**src/rtl/core/chcf_pkg.sv**
```systemverilog
// Shared constants for the colon/hash command framer.
`timescale 1ns / 1ps

package chcf_pkg;

	localparam int unsigned MAX_FILL_DEF = 31;

	localparam logic [7:0] CH_START = 8'h3A;
	localparam logic [7:0] CH_END   = 8'h23;
	localparam logic [7:0] CH_ACK   = 8'h06;
	localparam logic [7:0] CH_SPACE = 8'h20;
	localparam logic [7:0] CH_LF    = 8'h0A;
	localparam logic [7:0] CH_CR    = 8'h0D;
	localparam logic [7:0] CH_NUL   = 8'h00;

endpackage

```
**src/rtl/core/chcf_if.sv**
```systemverilog
// Valid/ready channel interfaces for received bytes and command results.
`timescale 1ns / 1ps

interface chcf_rx_if;
	logic       valid;
	logic       ready;
	logic [7:0] rx_byte;

	modport source (output valid, output rx_byte, input ready);
	modport sink (input valid, input rx_byte, output ready);
endinterface

interface chcf_res_if;
	logic       valid;
	logic       ready;
	logic [7:0] out_byte;
	logic       has_data;
	logic       is_ack;
	logic       last;

	modport source (output valid, output out_byte, output has_data, output is_ack,
		output last, input ready);
	modport sink (input valid, input out_byte, input has_data, input is_ack,
		input last, output ready);
endinterface

```
**src/rtl/core/colon_hash_command_framer.sv**
```systemverilog
// Top level of the colon/hash command framer.
//
//  channel | dir | payload                              | transfer
//  rx      | in  | rx_byte                              | valid & ready
//  res     | out | out_byte, has_data, is_ack, last     | valid & ready
//
// A plain or skipped byte stays in IDLE; an ACK reply is loaded in the same cycle.
// A valid frame end drains its payload through the store read port: each slot
// read goes through S_FETCH, then S_EVAL (check); the held final byte is sent
// from S_TAIL when the run reaches the last slot with more than one byte.
// rx is held off while a payload drains and while the result register is full
// and not being taken. arst_n clears the fill count, state and result valid flag.
`timescale 1ns / 1ps

module colon_hash_command_framer #(
	parameter int unsigned MAX_FILL = chcf_pkg::MAX_FILL_DEF
) (
	input logic        clk,
	input logic        arst_n,
	chcf_rx_if.sink    rx,
	chcf_res_if.source res
);

	localparam int unsigned DEPTH = MAX_FILL + 1;
	localparam int unsigned AW    = $clog2(DEPTH);

	typedef enum logic [3:0] {
		S_IDLE  = 4'b0001,
		S_FETCH = 4'b0010,
		S_EVAL  = 4'b0100,
		S_TAIL  = 4'b1000
	} state_t;

	state_t        state_q, state_nx;
	logic [AW-1:0] fill_q, fill_nx;
	logic [AW-1:0] fill_inc;
	logic          start_ok_q, start_ok_nx;
	logic          tail_end_q, tail_end_nx;
	logic [AW-1:0] idx_q, idx_nx;
	logic [AW-1:0] last_idx_q, last_idx_nx;
	logic [7:0]    cur_q, cur_nx;
	logic          have_cur_q, have_cur_nx;

	logic          out_valid_q;
	logic [7:0]    out_byte_q;
	logic          has_data_q, is_ack_q, last_q;

	logic          ld;
	logic [7:0]    ld_byte;
	logic          ld_data, ld_ack, ld_last;

	logic          slot_free, acc, is_skip, ack_now, store_en, is_full, is_end, frame_ok;
	logic [7:0]    c;
	logic [7:0]    rd_data;
	logic          rd_en;
	logic          d_zero, at_end;

	assign c         = rx.rx_byte;
	assign slot_free = !out_valid_q || res.ready;
	assign rx.ready  = (state_q == S_IDLE) && slot_free;
	assign acc       = rx.valid && rx.ready;
	assign is_skip   = (c == chcf_pkg::CH_SPACE) || (c == chcf_pkg::CH_LF) ||
		(c == chcf_pkg::CH_CR) || (c == chcf_pkg::CH_ACK);
	assign ack_now   = (c == chcf_pkg::CH_ACK) && (fill_q == '0);
	assign store_en  = acc && !is_skip;
	assign is_full   = (fill_q == AW'(MAX_FILL));
	assign fill_inc  = is_full ? fill_q : fill_q + 1'b1;
	assign is_end    = (c == chcf_pkg::CH_END);
	assign frame_ok  = (fill_inc > AW'(1)) && start_ok_q && (!is_full || tail_end_q);

	assign rd_en  = (state_q == S_FETCH);
	assign d_zero = (rd_data == chcf_pkg::CH_NUL);
	assign at_end = (idx_q == last_idx_q);

	chcf_store #(
		.DEPTH(DEPTH)
	) u_store (
		.clk    (clk),
		.wr_en  (store_en),
		.wr_addr(fill_q),
		.wr_data(c),
		.rd_en  (rd_en),
		.rd_addr(idx_q),
		.rd_data(rd_data)
	);

	always_comb begin
		state_nx    = state_q;
		fill_nx     = fill_q;
		start_ok_nx = start_ok_q;
		tail_end_nx = tail_end_q;
		idx_nx      = idx_q;
		last_idx_nx = last_idx_q;
		cur_nx      = cur_q;
		have_cur_nx = have_cur_q;
		ld          = 1'b0;
		ld_byte     = chcf_pkg::CH_NUL;
		ld_data     = 1'b0;
		ld_ack      = 1'b0;
		ld_last     = 1'b1;
		case (state_q)
			S_IDLE: begin
				if (acc && ack_now) begin
					ld      = 1'b1;
					ld_byte = chcf_pkg::CH_ACK;
					ld_data = 1'b1;
					ld_ack  = 1'b1;
				end else if (store_en) begin
					if (fill_q == '0) begin
						start_ok_nx = (c == chcf_pkg::CH_START);
					end
					if (fill_q == AW'(MAX_FILL - 1)) begin
						tail_end_nx = is_end;
					end
					if (is_end) begin
						fill_nx = '0;
						if (frame_ok) begin
							if (fill_inc == AW'(2)) begin
								ld = 1'b1;
							end else begin
								idx_nx      = AW'(1);
								last_idx_nx = fill_inc - AW'(2);
								have_cur_nx = 1'b0;
								state_nx    = S_FETCH;
							end
						end
					end else begin
						fill_nx = fill_inc;
					end
				end
			end
			S_FETCH: begin
				state_nx = S_EVAL;
			end
			S_EVAL: begin
				if (slot_free) begin
					if (!have_cur_q) begin
						if (d_zero) begin
							ld       = 1'b1;
							state_nx = S_IDLE;
						end else if (at_end) begin
							ld       = 1'b1;
							ld_byte  = rd_data;
							ld_data  = 1'b1;
							state_nx = S_IDLE;
						end else begin
							cur_nx      = rd_data;
							have_cur_nx = 1'b1;
							idx_nx      = idx_q + 1'b1;
							state_nx    = S_FETCH;
						end
					end else begin
						ld      = 1'b1;
						ld_byte = cur_q;
						ld_data = 1'b1;
						if (d_zero) begin
							state_nx = S_IDLE;
						end else begin
							ld_last = 1'b0;
							cur_nx  = rd_data;
							if (at_end) begin
								state_nx = S_TAIL;
							end else begin
								idx_nx   = idx_q + 1'b1;
								state_nx = S_FETCH;
							end
						end
					end
				end
			end
			S_TAIL: begin
				if (slot_free) begin
					ld       = 1'b1;
					ld_byte  = cur_q;
					ld_data  = 1'b1;
					state_nx = S_IDLE;
				end
			end
			default: begin
				state_nx = S_IDLE;
			end
		endcase
	end

	always_ff @(posedge clk or negedge arst_n) begin
		if (!arst_n) begin
			state_q     <= S_IDLE;
			fill_q      <= '0;
			have_cur_q  <= 1'b0;
			out_valid_q <= 1'b0;
		end else begin
			state_q    <= state_nx;
			fill_q     <= fill_nx;
			have_cur_q <= have_cur_nx;
			if (ld) begin
				out_valid_q <= 1'b1;
			end else if (res.ready) begin
				out_valid_q <= 1'b0;
			end
		end
	end

	always_ff @(posedge clk) begin
		start_ok_q <= start_ok_nx;
		tail_end_q <= tail_end_nx;
		idx_q      <= idx_nx;
		last_idx_q <= last_idx_nx;
		cur_q      <= cur_nx;
		if (ld) begin
			out_byte_q <= ld_byte;
			has_data_q <= ld_data;
			is_ack_q   <= ld_ack;
			last_q     <= ld_last;
		end
	end

	assign res.valid    = out_valid_q;
	assign res.out_byte = out_byte_q;
	assign res.has_data = has_data_q;
	assign res.is_ack   = is_ack_q;
	assign res.last     = last_q;

endmodule

```
**src/rtl/core/chcf_store.sv**
```systemverilog
// Frame byte store: one write port, one read port with registered data.
`timescale 1ns / 1ps

module chcf_store #(
	parameter int unsigned DEPTH = chcf_pkg::MAX_FILL_DEF + 1,
	localparam int unsigned AW = $clog2(DEPTH)
) (
	input  logic          clk,
	input  logic          wr_en,
	input  logic [AW-1:0] wr_addr,
	input  logic [7:0]    wr_data,
	input  logic          rd_en,
	input  logic [AW-1:0] rd_addr,
	output logic [7:0]    rd_data
);

	logic [7:0] mem_q [DEPTH];
	logic [7:0] rd_data_q;

	always_ff @(posedge clk) begin
		if (wr_en) begin
			mem_q[wr_addr] <= wr_data;
		end
	end

	always_ff @(posedge clk) begin
		if (rd_en) begin
			rd_data_q <= mem_q[rd_addr];
		end
	end

	assign rd_data = rd_data_q;

endmodule

```
**src/flat_wrapper.sv**
```systemverilog
// flat-port wrapper written by rule: the top's interface ports become plain ports
module colon_hash_command_framer_flat 
#(
	parameter int unsigned MAX_FILL = chcf_pkg::MAX_FILL_DEF
)
  (clk, arst_n, rx_valid, rx_rx_byte, rx_ready, res_valid, res_out_byte, res_has_data, res_is_ack, res_last, res_ready);
  chcf_rx_if rx_i ();
  chcf_res_if res_i ();
  input logic clk;
  input logic arst_n;
  input wire logic [$bits(rx_i.valid)-1:0] rx_valid;
  input wire logic [$bits(rx_i.rx_byte)-1:0] rx_rx_byte;
  output wire logic [$bits(rx_i.ready)-1:0] rx_ready;
  output wire logic [$bits(res_i.valid)-1:0] res_valid;
  output wire logic [$bits(res_i.out_byte)-1:0] res_out_byte;
  output wire logic [$bits(res_i.has_data)-1:0] res_has_data;
  output wire logic [$bits(res_i.is_ack)-1:0] res_is_ack;
  output wire logic [$bits(res_i.last)-1:0] res_last;
  input wire logic [$bits(res_i.ready)-1:0] res_ready;
  assign rx_i.valid = rx_valid;
  assign rx_i.rx_byte = rx_rx_byte;
  assign rx_ready = rx_i.ready;
  assign res_valid = res_i.valid;
  assign res_out_byte = res_i.out_byte;
  assign res_has_data = res_i.has_data;
  assign res_is_ack = res_i.is_ack;
  assign res_last = res_i.last;
  assign res_i.ready = res_ready;
  colon_hash_command_framer #(.MAX_FILL(MAX_FILL)) u_core (.clk(clk), .arst_n(arst_n), .rx(rx_i), .res(res_i));
endmodule
```
**config.mk**
```make
export PLATFORM = sky130hd
export DESIGN_NAME = colon_hash_command_framer_flat
export DESIGN_NICKNAME = d
export VERILOG_FILES = /design/src/rtl/core/chcf_pkg.sv /design/src/rtl/core/chcf_if.sv /design/src/rtl/core/colon_hash_command_framer.sv /design/src/rtl/core/chcf_store.sv /design/src/flat_wrapper.sv
export SDC_FILE = /design/constraint.sdc
export NUM_CORES = 1
export LEC_CHECK = 0
export BUFFER_PORTS_ARGS = -buffer_cell sky130_fd_sc_hd__buf_2
export CORE_MARGIN = 3
export CORE_UTILIZATION = 30
export DETAILED_ROUTE_END_ITERATION = 16
export MAX_ROUTING_LAYER = met4
export SLEW_MARGIN = 40
export SYNTH_ARGS = -nofsm -noshare
export SYNTH_HDL_FRONTEND = slang
export SYNTH_SLANG_ARGS = --single-unit
```
**constraint.sdc**
```tcl
create_clock -name clk -period 3.95 [get_ports clk]
set_input_delay 0.395 -clock clk [delete_from_list [all_inputs] [get_ports clk]]
set_output_delay 0.395 -clock clk [all_outputs]
set_load 0.02 [all_outputs]
```
======== Yosys cells after proc, flatten, opt, wreduce, memory -nomap -nowiden ========
Memory sizes are Yosys's and may differ from the RTL's. A register that Yosys moved wholly into a read port is not among the register bits.
Cells that the tools add are included.
Widths: inputs -> output; s select.
word-level totals
  word-level logic and storage cells ...... 139
  bits in writable memories ............... 256
  bits of input ports ..................... 12
  output and inout port bits .............. 13
  register bits ........................... 42
  memories kept ........................... 1
memory list
  memory                depth  width  rd ports  clocked after Yosys merged registers in  wr ports  line              RTL
  u_core.u_store.mem_q  32     8      1         1                                        1         chcf_store.sv:17  logic [7:0] mem_q [DEPTH];
cells by class
  mux-type cells .......................... 66
  order comparisons ....................... 1
  bitwise logic cells ..................... 3
  equal/unequal tests ..................... 24
  add/sub/neg operators ................... 3
  reduce and logical (&&, ||, !) cells .... 28
operator list
  kind                 count
  $mux 8               9
  $mux 5               10
  $mux 4               11
  $mux 1               28
  $eq 8x6->1 const B   3
  $pmux 8 s3           1
  $eq 8x4->1 const B   2
  $pmux 4 s4           1
  $reduce_and 7->1     2
  $ne 2x1->1 const B   6
  $reduce_and 4->1     3
  $add 5x1->5 const B  2
  $eq 5x5->1 const B   2
  $pmux 5 s2           1
  $reduce_and 9->1     1
  $eq 8x3->1 const B   1
  $logic_not 8->1      1
  $ne 2x2->1 const B   4
  $logic_and 1x1->1    7
  $pmux 1 s3           2
  $reduce_and 3->1     2
  $reduce_and 6->1     1
  $eq 5x2->1 const B   1
  $eq 5x5->1           1
  other kinds (14)     23

======== Logic depth before layout (Yosys ltp) ========
Gate-level depths: netlist of run 1.
  word-level depth ........................ 11
  depth in mapped cells ................... 12
  depth with buffers taken out ............ 10

======== Cells and area by module ========
Synthesis of run 1 repeated with hierarchy kept, for this count alone.
unflattened totals
  cell total of the unflattened synthesis .. 641
  area, all modules ....................... 12602.1 um^2
by module, submodules not included
  module                     cells each  seq. area each (um^2)  area each (um^2)  instances
  chcf_store                 417         7927.6                 10133.5           1
  colon_hash_command_framer  224         1207.4                 2468.6            1

======== Worst setup path before layout of run 1 ========
Ideal clock, no wire load.
  path type ............................... flip-flop to flip-flop
  start ................................... register u_core.fill_q[0]
  end ..................................... register u_core.idx_q[0] (enable)
  slack ................................... 831 ps
  arrival time ............................ 2740 ps
  period minus slack after synthesis ...... 3119 ps
  setup time .............................. 379 ps
  stages on the path, launching flop included .. 11
  path buffers ............................ 1
  required time ........................... 3571 ps
  cell sequence ........................... dfrtp_1 > ha_1 > clkbuf_1 > nand4_1 > mux2i_1 > ha_1 > or3b_2 > o221ai_1 > a211oi_1 > nand3_1 > a222oi_1
between the ends
  cells in the longest elaborated chain, start to end .. 7
  elaborated cells on any way between the ends .. 16
  those cells by class .................... 1 x add/sub; 1 x order compare; 5 x eq/ne; 1 x mux; 8 x reduce/logical
ends and longest elaborated chain
  what                                       line                                                              RTL
  from (decl)                                colon_hash_command_framer.sv:35                                   logic [AW-1:0] fill_q, fill_nx;
  from (signal assigned)                     colon_hash_command_framer.sv:193                                  fill_q <= fill_nx;
  $add 5x1->5 or $eq 5x5->1 (tied branches)  colon_hash_command_framer.sv:67, colon_hash_command_framer.sv:66
  $mux 5                                     colon_hash_command_framer.sv:67                                   assign fill_inc = is_full ? fill_q : fill_q + 1'b1;
  $gt 5x1->1                                 colon_hash_command_framer.sv:69                                   assign frame_ok = (fill_inc > AW'(1)) && start_ok_q && (!is_full || tail_end_q);
  $logic_and 1x1->1 (2 in series)            colon_hash_command_framer.sv:69
  $ne 2x1->1 (no line)                       --
  $reduce_and 9->1 (no line) (*)             --
  to (signal assigned)                       colon_hash_command_framer.sv:206                                  idx_q <= idx_nx;
  to (decl)                                  colon_hash_command_framer.sv:39                                   logic [AW-1:0] idx_q, idx_nx;
Mark *: on every way between the ends. The rest lies on a longest branch, timed or not.
A chain may end at the register's enable or synchronous reset.

======== Worst setup path after layout of run 1 ========
  start ................................... register u_core.fill_q[0]
  end ..................................... register u_core.out_byte_q[7], in the netlist u_core.res.out_byte[7] (enable)
between the ends
  cells in the longest elaborated chain, start to end .. 10
  elaborated cells on any way between the ends .. 18
  those cells by class .................... 1 x add/sub; 1 x order compare; 2 x eq/ne; 7 x mux; 7 x reduce/logical
ends and longest elaborated chain
  what                                       line                                                              RTL
  $add 5x1->5 or $eq 5x5->1 (tied branches)  colon_hash_command_framer.sv:67, colon_hash_command_framer.sv:66
  $mux 5                                     colon_hash_command_framer.sv:67
  $gt 5x1->1                                 colon_hash_command_framer.sv:69
  $logic_and 1x1->1 (2 in series)            colon_hash_command_framer.sv:69
  $mux 1                                     colon_hash_command_framer.sv:117                                  if (frame_ok) begin
  $mux 1                                     colon_hash_command_framer.sv:115                                  if (is_end) begin
  $mux 1                                     colon_hash_command_framer.sv:108                                  end else if (store_en) begin
  $mux 1 (*)                                 colon_hash_command_framer.sv:103                                  if (acc && ack_now) begin
  $pmux 1 s3 (*)                             colon_hash_command_framer.sv:101                                  case (state_q)
  via u_core.ld                              colon_hash_command_framer.sv:48                                   logic ld;
  to (signal assigned)                       colon_hash_command_framer.sv:210                                  out_byte_q <= ld_byte;
  to (decl)                                  colon_hash_command_framer.sv:45                                   logic [7:0] out_byte_q;
Mark *: on every way through the listed nets, which the timed path passes. The rest lies on a longest branch.

==> metrics.md, run 1 <==
| Metric | Value |
|---|---|
| Fraction of layout cells with a size suffix above 1 | `29.5%` |
| # IOs | `25` |
| Grt ovf | `0` |
| CP endpoint kind | `flip-flop` |
| H-tree depth | `1` |
| Clock period minus worst slack | `3.57 ns` |
| Mapped Cells | `633` |
| Sequential power share | `48.1%` |
| Buffers on Ports | `24` |
| Critical Path RT | `4.14 ns` |
| Post-CTS Repair Setup Buffers | `0` |
| Syn avg cell area | `19.7 sq um` |
| DR vias/cell | `4.95` |
| Ys async rst share | `3.59%` |
| Worst reg2reg startpoint | `u_core.fill_q[0]` |
| CP top delay family | `simple AND/OR/NAND/NOR gates` |
| DR iter-0 viols | `820` |
| Slew @ Worst Pin | `0.693 ns` |
| Register area share after synthesis | `73.4%` |
| Initial core utilization | `30.8%` |
| Crit-path max FO | `11` |
| Synthesized flop and latch total | `306` |
| Lkg Pwr | `0.00465 uW` |
| Status | `finished, final reports clean` |
| Synth Net Count | `651` |
| Slowest cell on crit path | `dfrtp_1` |
| Clock sink count | `306` |
| DR WL/cell | `20.8 um` |
| CTS buffer count | `31` |
| Psw | `2030 uW` |
| Worst min path class | `in2reg` |
| Vias | `6178` |
| Slew headroom | `53.6%` |
| Vias in the first global route | `6243` |
| Max-cap violation count | `0` |
| CTS tree | `done` |
| Die width | `210 um` |
| DRC | `0` |
| Combinational power share | `15.9%` |
| Worst setup path class | `reg2reg` |
| First-pass GRT wire length | `40.1 mm` |
| CP startpoint | `u_core.fill_q[0]` |
| Post-DP HPWL | `16.8 mm` |
| Most frequent CP cell | `ha_1` |
| Clock transition at the registers of the reported paths | `0.06 ns` |
| Switch share | `25.2%` |
| Internal | `6050 uW` |
| Full die area | `0.0440 sq mm` |
| Met2 Use GR | `18.3%` |
| Clk_lat worst skew | `0.54 ns` |
| YS warnings | `0` |
| Met3 Track Usage GR | `1.87%` |
| # fillers | `3725` |
| Clock Tree Root | `clkbuf_16` |
| Die Ht | `210 um` |
| Crit share post-route | `90.3%` |
| Distinct cell type count after synthesis | `62` |
| CP arrival | `3.75 ns` |
| Area Growth Syn to Fin | `15.9%` |
| Max-slew violations | `0` |
| Pwr Total | `8080 uW` |
| Hold Crit Start | `rx_valid` |
| Placer congestion estimate | `0.778` |
| Max IR drop VDD | `237 uV` |
| WL final | `25.9 mm` |
| Busiest grt layer | `met2` |
| Fmax | `280 MHz` |
| CTS resizes | `0` |
| EDFF count, synth | `295` |
| Ys flop type | `edfxtp_1` |
| Final #Nets | `718` |
| Startpoint class of the critical path | `flip-flop` |
| Clock power share | `36.1%` |
| Total negative slack | `0 ns` |
| CP max stage delay | `0.49 ns` |
| Mapped cell area | `0.0124 sq mm` |
| Clock Skew | `0.0180 ns` |
| Final Hold Viols | `0` |
| DRT Pass-1 Iters | `5` |
| DRT antenna net count | `0` |
| Sequential Area | `0.00914 sq mm` |
| Rows | `73` |
| Crit-path cells | `ha_1 > nand4_1 > mux2i_1 > ha_1 > or3b_2 > o221ai_1 > a211oi_1 > a21oi_1 > nand2_1` |
| RSZ-0062 raised after global routing | `false` |
| Initial antenna violation count | `2` |
| Largest net degree at the start of global routing | `68` |
| Core area | `0.0404 sq mm` |
| Met1 Track Usage GR | `17.9%` |
| Final Setup Violations | `0` |
| Footprint of the multi-input gates | `0.00311 sq mm` |
| Power density over the cells | `560 mW/mm^2` |
| Total GRT Usage | `12.2%` |
| Clock Path Buffers | `3` |
| CP bufs+invs | `0` |
-- metal layers --
metal	vias up	wire, um
li1	2727	-
met1	3205	11800
met2	210	12100
met3	36	1630
met4	0	382
met5	-	0
-- logic make-up after synthesis --
family / synth area share (%)
flops: 73.4
simple gates: 5.56
mux: 15.5
compound gates: 2.61
buf+inv: 1.60
xor+xnor: 0.774
fa+ha+maj: 0.603
-- what timing repair did --
item | in CTS | in global routing
hold endpoints to repair | 10 | 0
hold buffers | 1 | 0
endpoints found under the setup margin | 0 | 0
-- through the flow --
step / hold WS [ns] / setup WS (ns) / cells / area [sq um] / util [%]
2_1_floorplan: 0.0994 / 0.831 / 633 / 12400 / -
3_3_place_gp: 0.304 / 0.530 / 1191 / 13400 / 33.2
3_5_place_dp: 0.311 / 0.447 / 1191 / 13400 / 33.2
6_report: 0.176 / 0.383 / 1248 / 14400 / 35.7
4_1_cts: 0.139 / 0.425 / 1247 / 14400 / 35.7
5_1_grt: 0.159 / 0.0750 / 1248 / 14400 / 35.7
-- cell usage in the layout, fill, tap and decap left out, types with 5 or more instances in the layout --
| cell | count |
|---|---|
| edfxtp_1 | 295 |
| mux4_2 | 80 |
| nor2_1 | 51 |
| buf_4 | 39 |
| clkbuf_16 | 31 |
| buf_2 | 24 |
| nand2_1 | 22 |
| nand3_1 | 13 |
| dfrtp_1 | 10 |
| mux2_2 | 9 |
| a21oi_1 | 8 |
| xnor2_1 | 8 |
| inv_1 | 8 |
| o21ai_0 | 6 |
| a22o_1 | 6 |
| ha_1 | 6 |
| nand3b_1 | 5 |
| bufinv_16 | 5 |
| clkinvlp_4 | 5 |
| clkinv_1 | 5 |
| clkbuf_1 | 5 |
-- cells in the mapped netlist (2+ instances only) --
cell	count	area share [%]
a21oi_1	8	0.32
a222oi_1	2	0.16
a22o_1	6	0.42
a31oi_1	2	0.10
and2_0	2	0.10
and2_1	2	0.10
and3_1	3	0.15
buf_1	7	0.21
buf_2	3	0.12
buf_6	5	0.45
clkbuf_1	16	0.48
dfrtp_1	10	2.0
edfxtp_1	295	71
ha_1	6	0.60
inv_1	8	0.24
mux2_2	9	0.81
mux2i_1	2	0.16
mux4_2	80	14
nand2_1	22	0.66
nand2_2	3	0.15
nand2b_1	3	0.15
nand3_1	13	0.52
nand3b_1	5	0.30
nand4_1	3	0.15
nand4b_1	2	0.14
nor2_1	51	1.5
nor2b_1	4	0.20
nor4_1	4	0.20
o211ai_1	2	0.12
o21ai_0	6	0.24
o21ai_1	2	0.080
o221ai_1	2	0.14
o22ai_1	2	0.10
o31ai_1	2	0.12
or2_2	3	0.15
or3b_2	2	0.14
or4bb_1	2	0.18
xnor2_1	8	0.56
xor2_1	3	0.21
-- layout make-up --
cell class	instances	area share [%]
Sequential cell	306	63.3
Multi-Input combinational cell	286	21.6
Clock buffer	36	5.51
Tap cell	525	4.55
Timing Repair Buffer	66	3.21
Clock inverter	19	1.57
Inverter	9	0.234
Antenna cell	1	0.0173
-- registers in the layout (all words and copies together) (netlist names) --
signal                  count
u_core.u_store.mem_q      256
u_core.cur_q                8
u_core.res.out_byte         8
u_core.u_store.rd_data      8
u_core.fill_q               5
u_core.idx_q                5
u_core.last_idx_q           5
u_core.state_q              4
u_core.have_cur_q           1
u_core.res.has_data         1
u_core.res.is_ack           1
u_core.res.last             1
u_core.res.valid            1
u_core.start_ok_q           1
u_core.tail_end_q           1
-- power groups by stage --
stage	logic [uW]	registers, uW	clock network [uW]
2_1_floorplan	862	3910	0
3_3_place_gp	1280	3940	0
3_5_place_dp	1280	3950	0
4_1_cts	1290	3880	2980
5_1_grt	1390	3900	3130
6_report	1280	3880	2910
-- worst paths after layout --
kind	to	slack [ns]	cells past startpoint
setup / recovery	u_core.res.out_byte[7]	0.38	9
hold / removal	u_core.fill_q[4]	0.18	2
setup reg to reg	u_core.res.out_byte[7]	0.38	9
hold reg to reg	u_core.cur_q[4]	0.50	0
max in group asynchronous	u_core.state_q[0]	3.38	2
min in group asynchronous	u_core.state_q[2]	0.28	2
Note: power is estimated with default switching activity, not from simulation.
==> run 2: changes to the inputs <==
CORE_ASPECT_RATIO = 1.2   (was not set)
==> run 2 against run 1 <==
Utilization fell by 0.38 points. Clock power down 2%. Sequential share of layout area is essentially flat. Via count rose by 0.26%. Critical endpoint is now u_core.res.has_data.
==> metrics.md, run 2 (synthesis results as in run 1) <==
| Metric | Value |
|---|---|
| Status | `finished, final reports clean` |
| Initial core utilization | `30.5%` |
| Post-DP HPWL | `16.7 mm` |
| Area Growth Syn to Fin | `16.0%` |
| Hold Crit Start | `rx_valid` |
| Startpoint class of the critical path | `flip-flop` |
| Final Setup Violations | `0` |
| Full die area | `0.0440 sq mm` |
| Vias in the first global route | `6284` |
| CP startpoint | `u_core.fill_q[0]` |
| Total GRT Usage | `12.4%` |
| Met2 WL | `12.5 mm` |
| Met3 wire length | `1.39 mm` |
| First-pass GRT wire length | `40.1 mm` |
| Die Ht | `229 um` |
| H-tree depth | `1` |
| DRT antenna net count | `0` |
| Clock Tree Root | `clkbuf_16` |
| DR WL/cell | `20.6 um` |
| Fmax | `282 MHz` |
| Vias | `6194` |
| CTS buffer count | `30` |
| Hold buffers post-CTS | `1` |
| Largest net degree at the start of global routing | `69` |
| Clock transition at the registers of the reported paths | `0.06 ns` |
| Final #Nets | `720` |
| Clock sink count | `306` |
| Met1 WL | `11.4 mm` |
| DRT Pass-1 Iters | `6` |
| DR iter-0 viols | `463` |
| Crit-path max FO | `11` |
| Reg2reg path depth | `9` |
| Total negative slack | `0 ns` |
| CTS resizes | `0` |
| Die width | `192 um` |
| DRC | `0` |
| Critical Path RT | `4.15 ns` |
| Clock period minus worst slack | `3.55 ns` |
| Lkg Pwr | `0.00466 uW` |
| Crit share post-route | `89.9%` |
| Highest Signal Layer | `met4` |
| # IOs | `25` |
| Worst setup path class | `reg2reg` |
| Hold Path Stages | `2` |
| Largest Register | `u_core.u_store.mem_q` |
| Slew @ Worst Pin | `0.792 ns` |
| Buffers on Ports | `24` |
| CP endpoint kind | `flip-flop` |
| Initial antenna violation count | `1` |
| DR vias/cell | `4.89` |
| Fraction of layout cells with a size suffix above 1 | `29.3%` |
| Grt ovf | `0` |
| Commonest non-fill, non-tap cell in the layout | `edfxtp_1` |
| Rows | `81` |
| Most frequent cells in the layout | `295 x edfxtp_1, 80 x mux4_2, 51 x nor2_1` |
| Clock Path Buffers | `3` |
| Power density over the cells | `554 mW/mm^2` |
| RSZ-0062 raised after global routing | `false` |
| Max reg flops | `256` |
| Max-cap violation count | `0` |
| Max-slew violations | `0` |
| Final core occ | `35.3%` |
| Post-CTS Repair Setup Buffers | `0` |
| Max IR drop VDD | `355 uV` |
| CP arrival | `3.76 ns` |
| Worst min path class | `in2reg` |
| Worst reg2reg startpoint | `u_core.fill_q[0]` |
| WL final | `26.1 mm` |
| Placer congestion estimate | `0.852` |
| Final Hold Viols | `0` |
| CTS tree | `done` |
| Core area | `0.0408 sq mm` |
| Clock Skew | `0.0105 ns` |
| Clk_lat worst skew | `0.55 ns` |
| Slew headroom | `46.7%` |
run 2: cell count changes in the layout (fill, tap and decap cells not counted), sizes merged:
cell      delta
clkinv       +5
clkinvlp     -2
buf          +2
clkbuf       -1
inv          +1
bufinv       -1
run 2: area by class of cell:
type / instances / area (sq um)
Clock buffer: 34 / 787
Fill cell: 3770 / 26400
Sequential cell: 306 / 9140
Multi-Input combinational cell: 286 / 3110
Tap cell: 539 / 674
Antenna cell: 1 / 2.50
Inverter: 9 / 33.8
Clock inverter: 22 / 208
Timing Repair Buffer: 69 / 483
run 2: power breakdown:
group	switching (uW)	leakage (uW)	internal, uW	total (uW)
combinational	762	0.00140	506	1270
clock	1150	0.000476	1680	2840
sequential	108	0.00279	3780	3890
total	2020	0.00466	5980	8000
run 2: worst paths after layout:
kind                                        to  slack, ns
max reg2reg                u_core.res.has_data       0.40
min in group asynchronous    u_core.state_q[2]       0.25
max                        u_core.res.has_data       0.40
max in group asynchronous    u_core.state_q[0]       3.42
min                           u_core.fill_q[4]       0.15
min reg2reg                    u_core.cur_q[3]       0.48
run 2: metal layers:
layer | up-vias | track usage [%]
li1 | 2736 | -
met1 | 3245 | 16.6
met2 | 176 | 18.9
met3 | 37 | 2.20
met4 | 0 | 4.66
met5 | - | -
run 2: worst max-delay path, stage by stage, from the launching register on:
cell,delay [ns]
dfrtp_1,0.50
ha_1,0.38
nand4_1,0.28
mux2i_1,0.43
ha_1,0.28
or3b_2,0.45
o221ai_1,0.22
a211oi_1,0.11
a21oi_1,0.23
nand2_1,0.32
run 2: through the flow:
stage               hold WS [ns]  instance area [sq um]  std cells  worst slack [ns]  power [uW]
floorplan                 0.0994                  12400        633             0.831        4770
global placement           0.290                  13400       1207             0.433        5210
detailed placement         0.289                  13400       1207             0.338        5230
CTS                        0.141                  14400       1264             0.335        8080
global route               0.155                  14400       1266             0.108        8340
finish                     0.150                  14400       1266             0.399        8000
==> run 3: changes to the inputs <==
PLACE_DENSITY_LB_ADDON = 0.05   (was not set)
==> run 3 against run 2 <==
Design area is 0.56% higher. Setup slack worse by 0.046 ns. Fmax is 1.3% lower. Sequential share of layout area is 0.35 points lower. Clock power hardly changed. Total power is 0.63% higher. Register-to-register slack worse by 0.05 ns. Clock-buffer cell count is 3 higher. Clock skew is 0.0036 ns lower. Final cell count is 0.79% higher. Combinational power is 6% higher. Global-route usage is 2.3 points higher. Largest power group unchanged. Highest routed layer unchanged.
==> metrics.md, run 3 (synthesis results as in run 1) <==
| Metric | Value |
|---|---|
| Status | `finished, final reports clean` |
| Most frequent cells in the layout | `295 x edfxtp_1, 80 x mux4_2, 51 x nor2_1` |
| CP startpoint | `u_core.fill_q[1]` |
| Startpoint class of the critical path | `flip-flop` |
| Total negative slack | `0 ns` |
| Clock Path Buffers | `3` |
| R2r setup slk | `0.35 ns` |
| CTS buffer count | `31` |
| Final core occ | `35.5%` |
| Largest net degree at the start of global routing | `67` |
| Commonest non-fill, non-tap cell in the layout | `edfxtp_1` |
| Max reg flops | `256` |
| Die width | `192 um` |
| Critical Path RT | `4.18 ns` |
| Placer congestion estimate | `0.814` |
| Max-cap violation count | `0` |
| WL final | `31.1 mm` |
| Worst setup path end | `u_core.res.out_byte[7]` |
| Max-slew violations | `0` |
| DR WL/cell | `24.3 um` |
| Final worst-path setup slack | `0.353 ns` |
| Slew headroom | `48.9%` |
| Worst reg2reg startpoint | `u_core.fill_q[1]` |
| First-pass GRT wire length | `46.1 mm` |
| Hold slack | `0.0997 ns` |
| Final #Nets | `731` |
| Grt ovf | `0` |
| Initial core utilization | `30.5%` |
| Reg-to-reg endpoint | `u_core.res.out_byte[7]` |
| ANT cells | `0` |
| Post-DP HPWL | `20.7 mm` |
| Rows | `81` |
| DR iter-0 viols | `419` |
| Die Ht | `229 um` |
| Power density over the cells | `554 mW/mm^2` |
| Vias in the first global route | `6660` |
| CP bufs+invs | `0` |
| Crit share post-route | `91.1%` |
| Crit-path max FO | `11` |
| Initial antenna violation count | `1` |
| Area Growth Syn to Fin | `16.6%` |
| DRT Pass-1 Iters | `6` |
| Full die area | `0.0440 sq mm` |
| Pwr Total | `8050 uW` |
| Worst min path class | `in2reg` |
| Post-CTS Repair Setup Buffers | `0` |
| # IOs | `25` |
| CP arrival | `3.83 ns` |
| Vias | `6275` |
| Clk_lat worst skew | `0.57 ns` |
| Slew @ Worst Pin | `0.766 ns` |
| Sequential Area | `0.00914 sq mm` |
| Most frequent CP cell | `ha_1` |
| CP max stage delay | `0.50 ns` |
| Total GRT Usage | `14.7%` |
| Clock period minus worst slack | `3.60 ns` |
| Clock sink count | `306` |
| Slowest cell on crit path | `dfrtp_1` |
| Clock transition at the registers of the reported paths | `0.06 ns` |
| Crit-path cells | `ha_1 > nand4_1 > mux2i_2 > ha_1 > or3b_2 > o221ai_1 > a211oi_1 > a21oi_1 > nand2_1` |
| H-tree depth | `1` |
| Final Setup Violations | `0` |
| CP top delay family | `simple AND/OR/NAND/NOR gates` |
| Clock Tree Root | `clkbuf_16` |
| Reg2reg path depth | `9` |
| Final Hold Viols | `0` |
| DR vias/cell | `4.92` |
| Buffers on Ports | `24` |
| Worst setup path class | `reg2reg` |
| Footprint of the multi-input gates | `0.00312 sq mm` |
| Fraction of layout cells with a size suffix above 1 | `30.5%` |
| DRC | `0` |
| Largest Register | `u_core.u_store.mem_q` |
| Lkg Pwr | `0.00472 uW` |
| RSZ-0062 raised after global routing | `false` |
| DRT antenna net count | `0` |
| Fmax | `278 MHz` |
| Clock Skew | `0.00692 ns` |
| # fillers | `3811` |
| CTS tree | `done` |
| Post-place setup slack | `0.237 ns` |
| Crit path depth | `9` |
| Core area | `0.0408 sq mm` |
| CP endpoint kind | `flip-flop` |
| Max IR drop VDD | `325 uV` |
## run 3: final cells by class
class	count	share of cell area, %
repair buffers	79	4.07
inverters	9	0.233
multi-input cells	286	21.5
flip-flops and latches	306	62.9
clock buffers	37	5.50
clock inverters	20	1.16
well taps	539	4.65
## run 3: through the flow
step,area [sq um],std cells
2_1_floorplan,12400,633
3_3_place_gp,13500,1215
3_5_place_dp,13500,1217
4_1_cts,14500,1275
5_1_grt,14500,1276
6_report,14500,1276
## run 3: worst min path at each step
stage / to / startpoint / cells after the start / slack, ns
floorplan: u_core.fill_q[0] / arst_n / 0 / 0.1
global route: u_core.fill_q[4] / rx_valid / 2 / 0.08
finish: u_core.fill_q[4] / rx_valid / 2 / 0.1
detailed placement: u_core.res.valid / arst_n / 1 / 0.30
global placement: u_core.res.valid / arst_n / 1 / 0.30
CTS: u_core.fill_q[4] / rx_valid / 2 / 0.07
## run 3: metal layers
layer | up-vias | routed length [um] | GRT usage, % | part of all wire [%]
li1 | 2754 | - | - | -
met1 | 3367 | 13400 | 19.1 | 43
met2 | 128 | 16200 | 24.9 | 52
met3 | 26 | 1170 | 2.05 | 3.8
met4 | 0 | 308 | 2.98 | 0.99
met5 | - | 0 | - | 0
## run 3: what timing repair did
action                                  CTS  global route
endpoints found under the hold margin    11             0
endpoints found under the setup margin    0            11
hold buffers                              1             0
gates resized for setup                   0             1
## run 3: power breakdown
part	internal, uW	switching, uW
Clock	1620	1190
Sequential	3790	102
Combinational	514	835
Total	5920	2120
## run 3: worst reg2reg max path: cells and delay by family, from the launching register on
family	cells	cell delay, ns
multiplexers	1	0.38
AO/OA/AOI/OAI	3	0.62
flip-flops	1	0.50
AND/OR/NAND/NOR	3	1.11
adder cells (fa/ha/maj)	2	0.66
